## src/sv/sha256s_pkg.sv

```systemverilog
// shared types and constants of the sha-256 stream hasher
// depends on nothing; imported by the interfaces, the round unit and the top level
package sha256s_pkg;

  typedef logic [31:0] word_t;

  // working variables a..h of one compression
  typedef struct packed {
    word_t a;
    word_t b;
    word_t c;
    word_t d;
    word_t e;
    word_t f;
    word_t g;
    word_t h;
  } vars_t;

  // taps of the message schedule window used by one round
  typedef struct packed {
    word_t w0;
    word_t w1;
    word_t w9;
    word_t w14;
  } sched_t;

  localparam int unsigned NumRounds  = 64;
  localparam int unsigned BlockBytes = 64;
  localparam int unsigned LenOffset  = 56;
  localparam logic [7:0]  PadByte    = 8'h80;

  localparam word_t HashInit [8] = '{
    32'h6a09e667, 32'hbb67ae85, 32'h3c6ef372, 32'ha54ff53a,
    32'h510e527f, 32'h9b05688c, 32'h1f83d9ab, 32'h5be0cd19
  };

  localparam word_t RoundK [64] = '{
    32'h428a2f98, 32'h71374491, 32'hb5c0fbcf, 32'he9b5dba5,
    32'h3956c25b, 32'h59f111f1, 32'h923f82a4, 32'hab1c5ed5,
    32'hd807aa98, 32'h12835b01, 32'h243185be, 32'h550c7dc3,
    32'h72be5d74, 32'h80deb1fe, 32'h9bdc06a7, 32'hc19bf174,
    32'he49b69c1, 32'hefbe4786, 32'h0fc19dc6, 32'h240ca1cc,
    32'h2de92c6f, 32'h4a7484aa, 32'h5cb0a9dc, 32'h76f988da,
    32'h983e5152, 32'ha831c66d, 32'hb00327c8, 32'hbf597fc7,
    32'hc6e00bf3, 32'hd5a79147, 32'h06ca6351, 32'h14292967,
    32'h27b70a85, 32'h2e1b2138, 32'h4d2c6dfc, 32'h53380d13,
    32'h650a7354, 32'h766a0abb, 32'h81c2c92e, 32'h92722c85,
    32'ha2bfe8a1, 32'ha81a664b, 32'hc24b8b70, 32'hc76c51a3,
    32'hd192e819, 32'hd6990624, 32'hf40e3585, 32'h106aa070,
    32'h19a4c116, 32'h1e376c08, 32'h2748774c, 32'h34b0bcb5,
    32'h391c0cb3, 32'h4ed8aa4a, 32'h5b9cca4f, 32'h682e6ff3,
    32'h748f82ee, 32'h78a5636f, 32'h84c87814, 32'h8cc70208,
    32'h90befffa, 32'ha4506ceb, 32'hbef9a3f7, 32'hc67178f2
  };

endpackage

```

## src/sv/sha256s_if.sv

```systemverilog
// valid/ready channels of the sha-256 stream hasher: byte beats in, digest word beats out
// depends on sha256s_pkg
interface sha256s_byte_if;
  logic       valid;
  logic       ready;
  logic [7:0] data_byte;
  logic       byte_present;
  logic       end_of_message;

  modport source (output valid, data_byte, byte_present, end_of_message, input ready);
  modport sink (input valid, data_byte, byte_present, end_of_message, output ready);
endinterface

interface sha256s_word_if;
  logic                valid;
  logic                ready;
  sha256s_pkg::word_t  digest_word;
  logic [2:0]          word_index;
  logic                last_word;

  modport source (output valid, digest_word, word_index, last_word, input ready);
  modport sink (input valid, digest_word, word_index, last_word, output ready);
endinterface

```

## src/sv/sha256s_round.sv

```systemverilog
// shared round unit: one sha-256 compression round and one schedule expansion step
// depends on sha256s_pkg
module sha256s_round (
  input  sha256s_pkg::vars_t  vars_i,
  input  sha256s_pkg::word_t  k_i,
  input  sha256s_pkg::sched_t sched_i,
  output sha256s_pkg::vars_t  vars_o,
  output sha256s_pkg::word_t  wnew_o
);
  import sha256s_pkg::*;

  function automatic word_t rotr(word_t x, int unsigned n);
    return (x >> n) | (x << (32 - n));
  endfunction

  word_t big_s0, big_s1, ch, mj, t1, t2, sig0, sig1;

  always_comb begin
    big_s1 = rotr(vars_i.e, 6) ^ rotr(vars_i.e, 11) ^ rotr(vars_i.e, 25);
    ch     = (vars_i.e & vars_i.f) ^ (~vars_i.e & vars_i.g);
    t1     = vars_i.h + big_s1 + ch + k_i + sched_i.w0;
    big_s0 = rotr(vars_i.a, 2) ^ rotr(vars_i.a, 13) ^ rotr(vars_i.a, 22);
    mj     = (vars_i.a & vars_i.b) ^ (vars_i.a & vars_i.c) ^ (vars_i.b & vars_i.c);
    t2     = big_s0 + mj;

    vars_o.h = vars_i.g;
    vars_o.g = vars_i.f;
    vars_o.f = vars_i.e;
    vars_o.e = vars_i.d + t1;
    vars_o.d = vars_i.c;
    vars_o.c = vars_i.b;
    vars_o.b = vars_i.a;
    vars_o.a = t1 + t2;

    // schedule word sixteen places ahead of the one consumed this round
    sig0   = rotr(sched_i.w1, 7) ^ rotr(sched_i.w1, 18) ^ (sched_i.w1 >> 3);
    sig1   = rotr(sched_i.w14, 17) ^ rotr(sched_i.w14, 19) ^ (sched_i.w14 >> 10);
    wnew_o = sched_i.w0 + sig0 + sched_i.w9 + sig1;
  end

endmodule

```

## src/sv/sha256_stream_hasher.sv

```systemverilog
// sha-256 over a byte stream: one byte beat per cycle while idle; each 64-byte block goes through
// 64 rounds in the shared round unit, then the chain add, one word per cycle;
// end of message: padding bytes plus one or two block compressions, then 8 digest beats
// in_i.ready is low after a full block beat until its chain add ends, and from an end
// beat until the last digest beat is taken; reset (async, active low) loads the initial hash
// values and clears counts and sequencer
module sha256_stream_hasher (
  input  logic clk_i,
  input  logic rst_ni,
  sha256s_byte_if.sink   in_i,
  sha256s_word_if.source out_o
);
  import sha256s_pkg::*;

  // sequencer codes
  localparam logic [2:0] S_IDLE  = 3'd0;
  localparam logic [2:0] S_PAD   = 3'd1;
  localparam logic [2:0] S_ROUND = 3'd2;
  localparam logic [2:0] S_ADD   = 3'd3;
  localparam logic [2:0] S_EMIT  = 3'd4;

  logic [2:0]  state_q, state_d;
  logic [5:0]  fill_q, fill_d;      // bytes in the current block
  logic [60:0] count_q, count_d;    // message byte count, wraps mod 2^61
  logic [5:0]  rnd_q, rnd_d;        // round counter, low bits reused for add and emit
  logic        pend_q, pend_d;      // end of message seen, padding under way
  logic        sent80_q, sent80_d;  // pad byte 0x80 already pushed
  logic [3:0]  len_q, len_d;        // length bytes pushed so far

  word_t h_q [8];
  word_t h_d [8];
  word_t v_q [8];                   // working variables a..h
  word_t v_d [8];
  word_t w_q [16];                  // block bytes, then schedule window
  word_t w_d [16];

  logic        push_en;
  logic [7:0]  push_byte;
  logic        block_full;
  logic [63:0] bit_len;

  vars_t  rv_in, rv_out;
  sched_t sched;
  word_t  wnew;

  assign rv_in = '{a: v_q[0], b: v_q[1], c: v_q[2], d: v_q[3],
                   e: v_q[4], f: v_q[5], g: v_q[6], h: v_q[7]};
  assign sched = '{w0: w_q[0], w1: w_q[1], w9: w_q[9], w14: w_q[14]};

  sha256s_round u_round (
    .vars_i  (rv_in),
    .k_i     (RoundK[rnd_q]),
    .sched_i (sched),
    .vars_o  (rv_out),
    .wnew_o  (wnew)
  );

  assign bit_len  = {count_q, 3'b000};
  assign in_i.ready = (state_q == S_IDLE);

  // digest words leave straight from the chain register, rotated per beat
  assign out_o.valid       = (state_q == S_EMIT);
  assign out_o.digest_word = h_q[0];
  assign out_o.word_index  = rnd_q[2:0];
  assign out_o.last_word   = (rnd_q[2:0] == 3'd7);

  // byte source for the block shift line: message byte or padding
  always_comb begin
    push_en   = 1'b0;
    push_byte = in_i.data_byte;
    if (state_q == S_IDLE) begin
      push_en = in_i.valid && in_i.byte_present;
    end else if (state_q == S_PAD) begin
      push_en = 1'b1;
      if (!sent80_q) begin
        push_byte = PadByte;
      end else if (len_q == 4'd0 && fill_q != 6'(LenOffset)) begin
        push_byte = 8'h00;
      end else begin
        // big-endian bit length, most significant byte first
        push_byte = bit_len[{~len_q[2:0], 3'b000} +: 8];
      end
    end
  end

  assign block_full = push_en && (fill_q == 6'(BlockBytes - 1));

  always_comb begin
    state_d  = state_q;
    fill_d   = fill_q;
    count_d  = count_q;
    rnd_d    = rnd_q;
    pend_d   = pend_q;
    sent80_d = sent80_q;
    len_d    = len_q;
    h_d      = h_q;
    v_d      = v_q;
    w_d      = w_q;

    if (push_en) begin
      for (int i = 0; i < 15; i++) begin
        w_d[i] = {w_q[i][23:0], w_q[i+1][31:24]};
      end
      w_d[15] = {w_q[15][23:0], push_byte};
      fill_d  = fill_q + 6'd1;
    end

    if (block_full) begin
      for (int i = 0; i < 8; i++) begin
        v_d[i] = h_q[i];
      end
      rnd_d = '0;
    end

    unique case (state_q)
      S_IDLE: begin
        if (in_i.valid) begin
          if (in_i.byte_present) begin
            count_d = count_q + 61'd1;
          end
          if (in_i.end_of_message) begin
            pend_d = 1'b1;
          end
          if (block_full) begin
            state_d = S_ROUND;
          end else if (in_i.end_of_message) begin
            state_d = S_PAD;
          end
        end
      end
      S_PAD: begin
        if (!sent80_q) begin
          sent80_d = 1'b1;
        end else if (len_q != 4'd0 || fill_q == 6'(LenOffset)) begin
          len_d = len_q + 4'd1;
        end
        if (block_full) begin
          state_d = S_ROUND;
        end
      end
      S_ROUND: begin
        v_d = '{rv_out.a, rv_out.b, rv_out.c, rv_out.d,
                rv_out.e, rv_out.f, rv_out.g, rv_out.h};
        for (int i = 0; i < 15; i++) begin
          w_d[i] = w_q[i+1];
        end
        w_d[15] = wnew;
        rnd_d   = rnd_q + 6'd1;
        if (rnd_q == 6'(NumRounds - 1)) begin
          state_d = S_ADD;
        end
      end
      S_ADD: begin
        // one chain word per cycle: both arrays rotate so word 0 is always next
        for (int i = 0; i < 7; i++) begin
          h_d[i] = h_q[i+1];
          v_d[i] = v_q[i+1];
        end
        h_d[7] = h_q[0] + v_q[0];
        v_d[7] = v_q[0];
        rnd_d  = rnd_q + 6'd1;
        if (rnd_q[2:0] == 3'd7) begin
          rnd_d = '0;
          if (!pend_q) begin
            state_d = S_IDLE;
          end else if (len_q == 4'd8) begin
            state_d = S_EMIT;
          end else begin
            state_d = S_PAD;
          end
        end
      end
      S_EMIT: begin
        if (out_o.ready) begin
          for (int i = 0; i < 7; i++) begin
            h_d[i] = h_q[i+1];
          end
          h_d[7] = h_q[0];
          rnd_d  = rnd_q + 6'd1;
          if (rnd_q[2:0] == 3'd7) begin
            // digest delivered: start the next message
            h_d      = HashInit;
            rnd_d    = '0;
            count_d  = '0;
            fill_d   = '0;
            pend_d   = 1'b0;
            sent80_d = 1'b0;
            len_d    = '0;
            state_d  = S_IDLE;
          end
        end
      end
      default: begin
        state_d = S_IDLE;
      end
    endcase
  end

  always_ff @(posedge clk_i or negedge rst_ni) begin
    if (!rst_ni) begin
      state_q  <= S_IDLE;
      fill_q   <= '0;
      count_q  <= '0;
      rnd_q    <= '0;
      pend_q   <= 1'b0;
      sent80_q <= 1'b0;
      len_q    <= '0;
      h_q      <= HashInit;
    end else begin
      state_q  <= state_d;
      fill_q   <= fill_d;
      count_q  <= count_d;
      rnd_q    <= rnd_d;
      pend_q   <= pend_d;
      sent80_q <= sent80_d;
      len_q    <= len_d;
      h_q      <= h_d;
    end
  end

  // working storage, written before it is read
  always_ff @(posedge clk_i) begin
    v_q <= v_d;
    w_q <= w_d;
  end

endmodule
```

## src/flat_wrapper.sv

```systemverilog
// flat-port wrapper written by rule: the top's interface ports become plain ports
module sha256_stream_hasher_flat import sha256s_pkg::*;
  (clk_i, rst_ni, in_i_valid, in_i_data_byte, in_i_byte_present, in_i_end_of_message, in_i_ready, out_o_valid, out_o_digest_word, out_o_word_index, out_o_last_word, out_o_ready);
  sha256s_byte_if in_i_i ();
  sha256s_word_if out_o_i ();
  input  logic clk_i;
  input  logic rst_ni;
  input wire logic [$bits(in_i_i.valid)-1:0] in_i_valid;
  input wire logic [$bits(in_i_i.data_byte)-1:0] in_i_data_byte;
  input wire logic [$bits(in_i_i.byte_present)-1:0] in_i_byte_present;
  input wire logic [$bits(in_i_i.end_of_message)-1:0] in_i_end_of_message;
  output wire logic [$bits(in_i_i.ready)-1:0] in_i_ready;
  output wire logic [$bits(out_o_i.valid)-1:0] out_o_valid;
  output wire logic [$bits(out_o_i.digest_word)-1:0] out_o_digest_word;
  output wire logic [$bits(out_o_i.word_index)-1:0] out_o_word_index;
  output wire logic [$bits(out_o_i.last_word)-1:0] out_o_last_word;
  input wire logic [$bits(out_o_i.ready)-1:0] out_o_ready;
  assign in_i_i.valid = in_i_valid;
  assign in_i_i.data_byte = in_i_data_byte;
  assign in_i_i.byte_present = in_i_byte_present;
  assign in_i_i.end_of_message = in_i_end_of_message;
  assign in_i_ready = in_i_i.ready;
  assign out_o_valid = out_o_i.valid;
  assign out_o_digest_word = out_o_i.digest_word;
  assign out_o_word_index = out_o_i.word_index;
  assign out_o_last_word = out_o_i.last_word;
  assign out_o_i.ready = out_o_ready;
  sha256_stream_hasher u_core (.clk_i(clk_i), .rst_ni(rst_ni), .in_i(in_i_i), .out_o(out_o_i));
endmodule
```

## config.mk

```make
export PLATFORM = sky130hd
export DESIGN_NAME = sha256_stream_hasher_flat
export DESIGN_NICKNAME = d
export VERILOG_FILES = /design/src/sv/sha256s_pkg.sv /design/src/sv/sha256s_if.sv /design/src/sv/sha256s_round.sv /design/src/sv/sha256_stream_hasher.sv /design/src/flat_wrapper.sv
export SDC_FILE = /design/constraint.sdc
export NUM_CORES = 2
export LEC_CHECK = 0
export ABC_AREA = 0
export ABC_CLOCK_PERIOD_IN_PS = 47800
export BUFFER_PORTS_ARGS = -buffer_cell sky130_fd_sc_hd__buf_2
export CORE_ASPECT_RATIO = 2
export CORE_UTILIZATION = 55
export DETAILED_ROUTE_END_ITERATION = 8
export PLACE_DENSITY = 0.69
export SLEW_MARGIN = 25
export SYNTH_ARGS = -nofsm -noshare
export SYNTH_HDL_FRONTEND = slang
export SYNTH_HIERARCHICAL = 1
export SYNTH_SLANG_ARGS = --single-unit
```

## constraint.sdc

```tcl
create_clock -name clk_i -period 47.8 [get_ports clk_i]
set_clock_uncertainty 0.15 [all_clocks]
set_input_delay 4.78 -clock clk_i [delete_from_list [all_inputs] [get_ports clk_i]]
set_output_delay 4.78 -clock clk_i [all_outputs]
set_load 0.05 [all_outputs]
```

==> results.ini <==
[timing]
final-hold-violation-count = 0
tns_ps = 0
finalSetupViolations = 0
report.final.slew_viol_count = 0
max_freq_mhz = 95.2
rsz0062_at_grt = no
slew_headroom = 0.111
fin_crit_sh = 0.220
post-route-min-period_ps = 10510
post-route-worst-setup-slack_ps = 37290
worst_pin_slew_ps = 1330

[worst_hold_path]
whs_path_depth = 2
hp-class = reg -> reg

[critical_path]
cp_max_fo = 19
critPathKind = reg -> reg
crit_top_cell = fa_1
max_stage_delay_ps = 760
worstPathArrival_ps = 10860
worst_setup_path_end_kind = register
worst_path_max_delay_cell = dfrtp_1
startpoint_type = register
reg2reg_depth = 30
worstPathRequired_ps = 48150

[route]
highest_layer = met5
vias_per_cell = 5.93
routed-via-count = 52900
met3WireLength_um = 13100
ant_nets = 0
drc_errors = 0
drt_iter0_markers = 4431
met2_length_um = 125000
met1_length_um = 78000
wl_per_cell_um = 27.9
dr.pass1.iters = 8
drt-total-wl_um = 249000

[global_route]
grt_pass1_wl_um = 357000
grt_util_all_layers = 0.393
antenna_found_initial = 13
overflow = 0
grt_pass1_vias = 52800
grt_max_degree = 240

[logic_synthesis]
async_flop_share = 0.306
synthFlopType = edfxtp_1
syn-instance-count = 7528
syn_nets = 7907
ys_types = 103
synth-seq-cells = 1106
synth.cell_area_um2 = 69400
ys_seq_area_frac = 0.457
avgSynthCellArea_um2 = 9.21
synth_edf_count = 768
synth_warnings = 6

[placed_design]
portBuffers = 51
place_congestion = 1.05
dp_slack_ps = 37520
dp_hpwl_um = 184000

[floorplan]
io_pins = 52
dieArea_um2 = 128000
coreArea_um2 = 125000
die_w_um = 253
row_count = 184
initial_core_util = 0.553
fp.dieH_um = 504

[final_layout]
area_growth_pct = 5.12
nFillCells = 11100
nNetsFinal = 7536
ff_latch_area_um2 = 31700
drive_above_1_share = 0.0748
multi_input_area_um2 = 33100

[clock_network]
cts_hold_buffers = 0
clkTransAtPathRegs_ps = 70
cts-resized-gates = 0
clk_path_buf_depth = 3
clk_latency_ps = 770
cts_inserted_buffers = 99
cts.sinks = 1106
htreeDepth = 3
post_cts_buffers = 0
clockRootBuffer = clkbuf_16
tritoncts = done

[job]
max_cap_viol_count = 0

[status]
status = finished, final reports clean

==> metrics by stage <==
stage	instances	hold WS, ps	instance area [µm²]	utilization
after floorplan	7528	292	69400	-
after global placement	8729	317	69400	0.553
after detailed placement	8729	326	69400	0.553
after CTS	8916	334	72800	0.580
after global routing	8918	346	72900	0.581
final	8930	330	72900	0.581
==> cells by family (layout without fill, tap and decap cells) <==
logic type | Yosys count | count (layout) | synth area share
flip-flops | 1106 | 1106 | 0.457
AO/OA/AOI/OAI | 1277 | 1277 | 0.108
multiplexers | 328 | 328 | 0.0510
adder cells (fa/ha/maj) | 386 | 386 | 0.0892
other | 0 | 13 | 0
buffers and inverters | 1003 | 718 | 0.0667
AND/OR/NAND/NOR | 2986 | 2986 | 0.173
XOR/XNOR | 442 | 442 | 0.0559
==> worst max-delay path: cells and delay by family (launching register included) <==
kind,cells,cell delay [ps]
multiplexers,2,600
buffers and inverters,3,670
AO/OA/AOI/OAI,12,2700
adder cells (fa/ha/maj),8,3540
flip-flops,1,760
AND/OR/NAND/NOR,3,950
XOR/XNOR,2,860
==> registers in the layout, summed over array words and instances, names as in the netlist, 6 cells and up <==
| register | flops |
|---|---|
| u_core/h_q | 224 |
| u_core/w_q | 384 |
| u_core/rv_in | 256 |
| u_core/out_o.digest_word | 32 |
| u_core/sched | 128 |
| u_core/rnd_q | 6 |
| u_core/count_q | 61 |
| u_core/fill_q | 6 |
==> cell usage in the layout, fill, tap and decap left out, types with 68 or more instances in the layout <==
cell	count
a21o_1	80
a21oi_1	238
buf_4	90
clkbuf_16	99
dfrtp_1	197
dfstp_2	136
edfxtp_1	768
fa_1	188
ha_1	177
inv_1	379
mux2i_1	291
nand2_1	2282
nand3_1	68
nor2_1	372
o21ai_0	660
xnor2_1	295
xor2_1	146
==> per-layer routing <==
metal / track usage / up-vias
li1: - / 24300
met1: 0.366 / 25700
met2: 0.668 / 1957
met3: 0.0819 / 919
met4: 0.445 / 4
met5: 0 / -
==> cells in the mapped netlist, types with 22 or more instances <==
library cell / n / area (µm²)
and3_1: 36 / 225
edfxtp_1: 768 / 23100
xnor2_1: 295 / 2580
dfrtp_1: 202 / 5050
nand2_1: 2284 / 8570
clkbuf_1: 347 / 1300
or3_1: 25 / 156
dfstp_2: 136 / 3570
a31oi_1: 42 / 263
xor2_1: 146 / 1280
o211ai_1: 27 / 203
a211oi_1: 40 / 300
a21oi_1: 239 / 1200
nor2b_1: 27 / 169
buf_1: 42 / 158
nand4_1: 25 / 156
fa_1: 188 / 3760
a21o_1: 80 / 601
buf_4: 227 / 1700
nor2_1: 375 / 1410
inv_1: 379 / 1420
ha_1: 177 / 2210
nor3_1: 64 / 320
o21a_1: 22 / 165
o21ai_0: 661 / 3310
nand3_1: 69 / 345
mux2i_1: 294 / 2940
==> layout make-up <==
class / instances / area share
Multi-Input combinational cell: 5419 / 0.455
Sequential cell: 1106 / 0.435
Clock buffer: 125 / 0.0357
Tap cell: 1674 / 0.0287
Inverter: 382 / 0.0197
Timing Repair Buffer: 149 / 0.0148
Clock inverter: 62 / 0.0113
Antenna cell: 13 / 0.000446
==> path summary, 6_finish.rpt <==
kind / start / to / slack (ps)
max: u_core/rnd_q[1]$_DFF_PN0_ / u_core/rv_in[254]$_DFFE_PP_ / 37290
min: u_core/h_q[4]$_DFFE_PN1P_ / u_core/h_q[4]$_DFFE_PN1P_ / 330
max reg2reg: u_core/rnd_q[1]$_DFF_PN0_ / u_core/rv_in[254]$_DFFE_PP_ / 37290
min reg2reg: u_core/h_q[4]$_DFFE_PN1P_ / u_core/h_q[4]$_DFFE_PN1P_ / 330
max in group asynchronous: rst_ni / u_core/rnd_q[3]$_DFF_PN0_ / 41440
min in group asynchronous: rst_ni / u_core/h_q[2]$_DFFE_PN0P_ / 3810
Power is not shown: default switching activity piles up to over one toggle a cycle in this logic, so the estimate is an artifact.
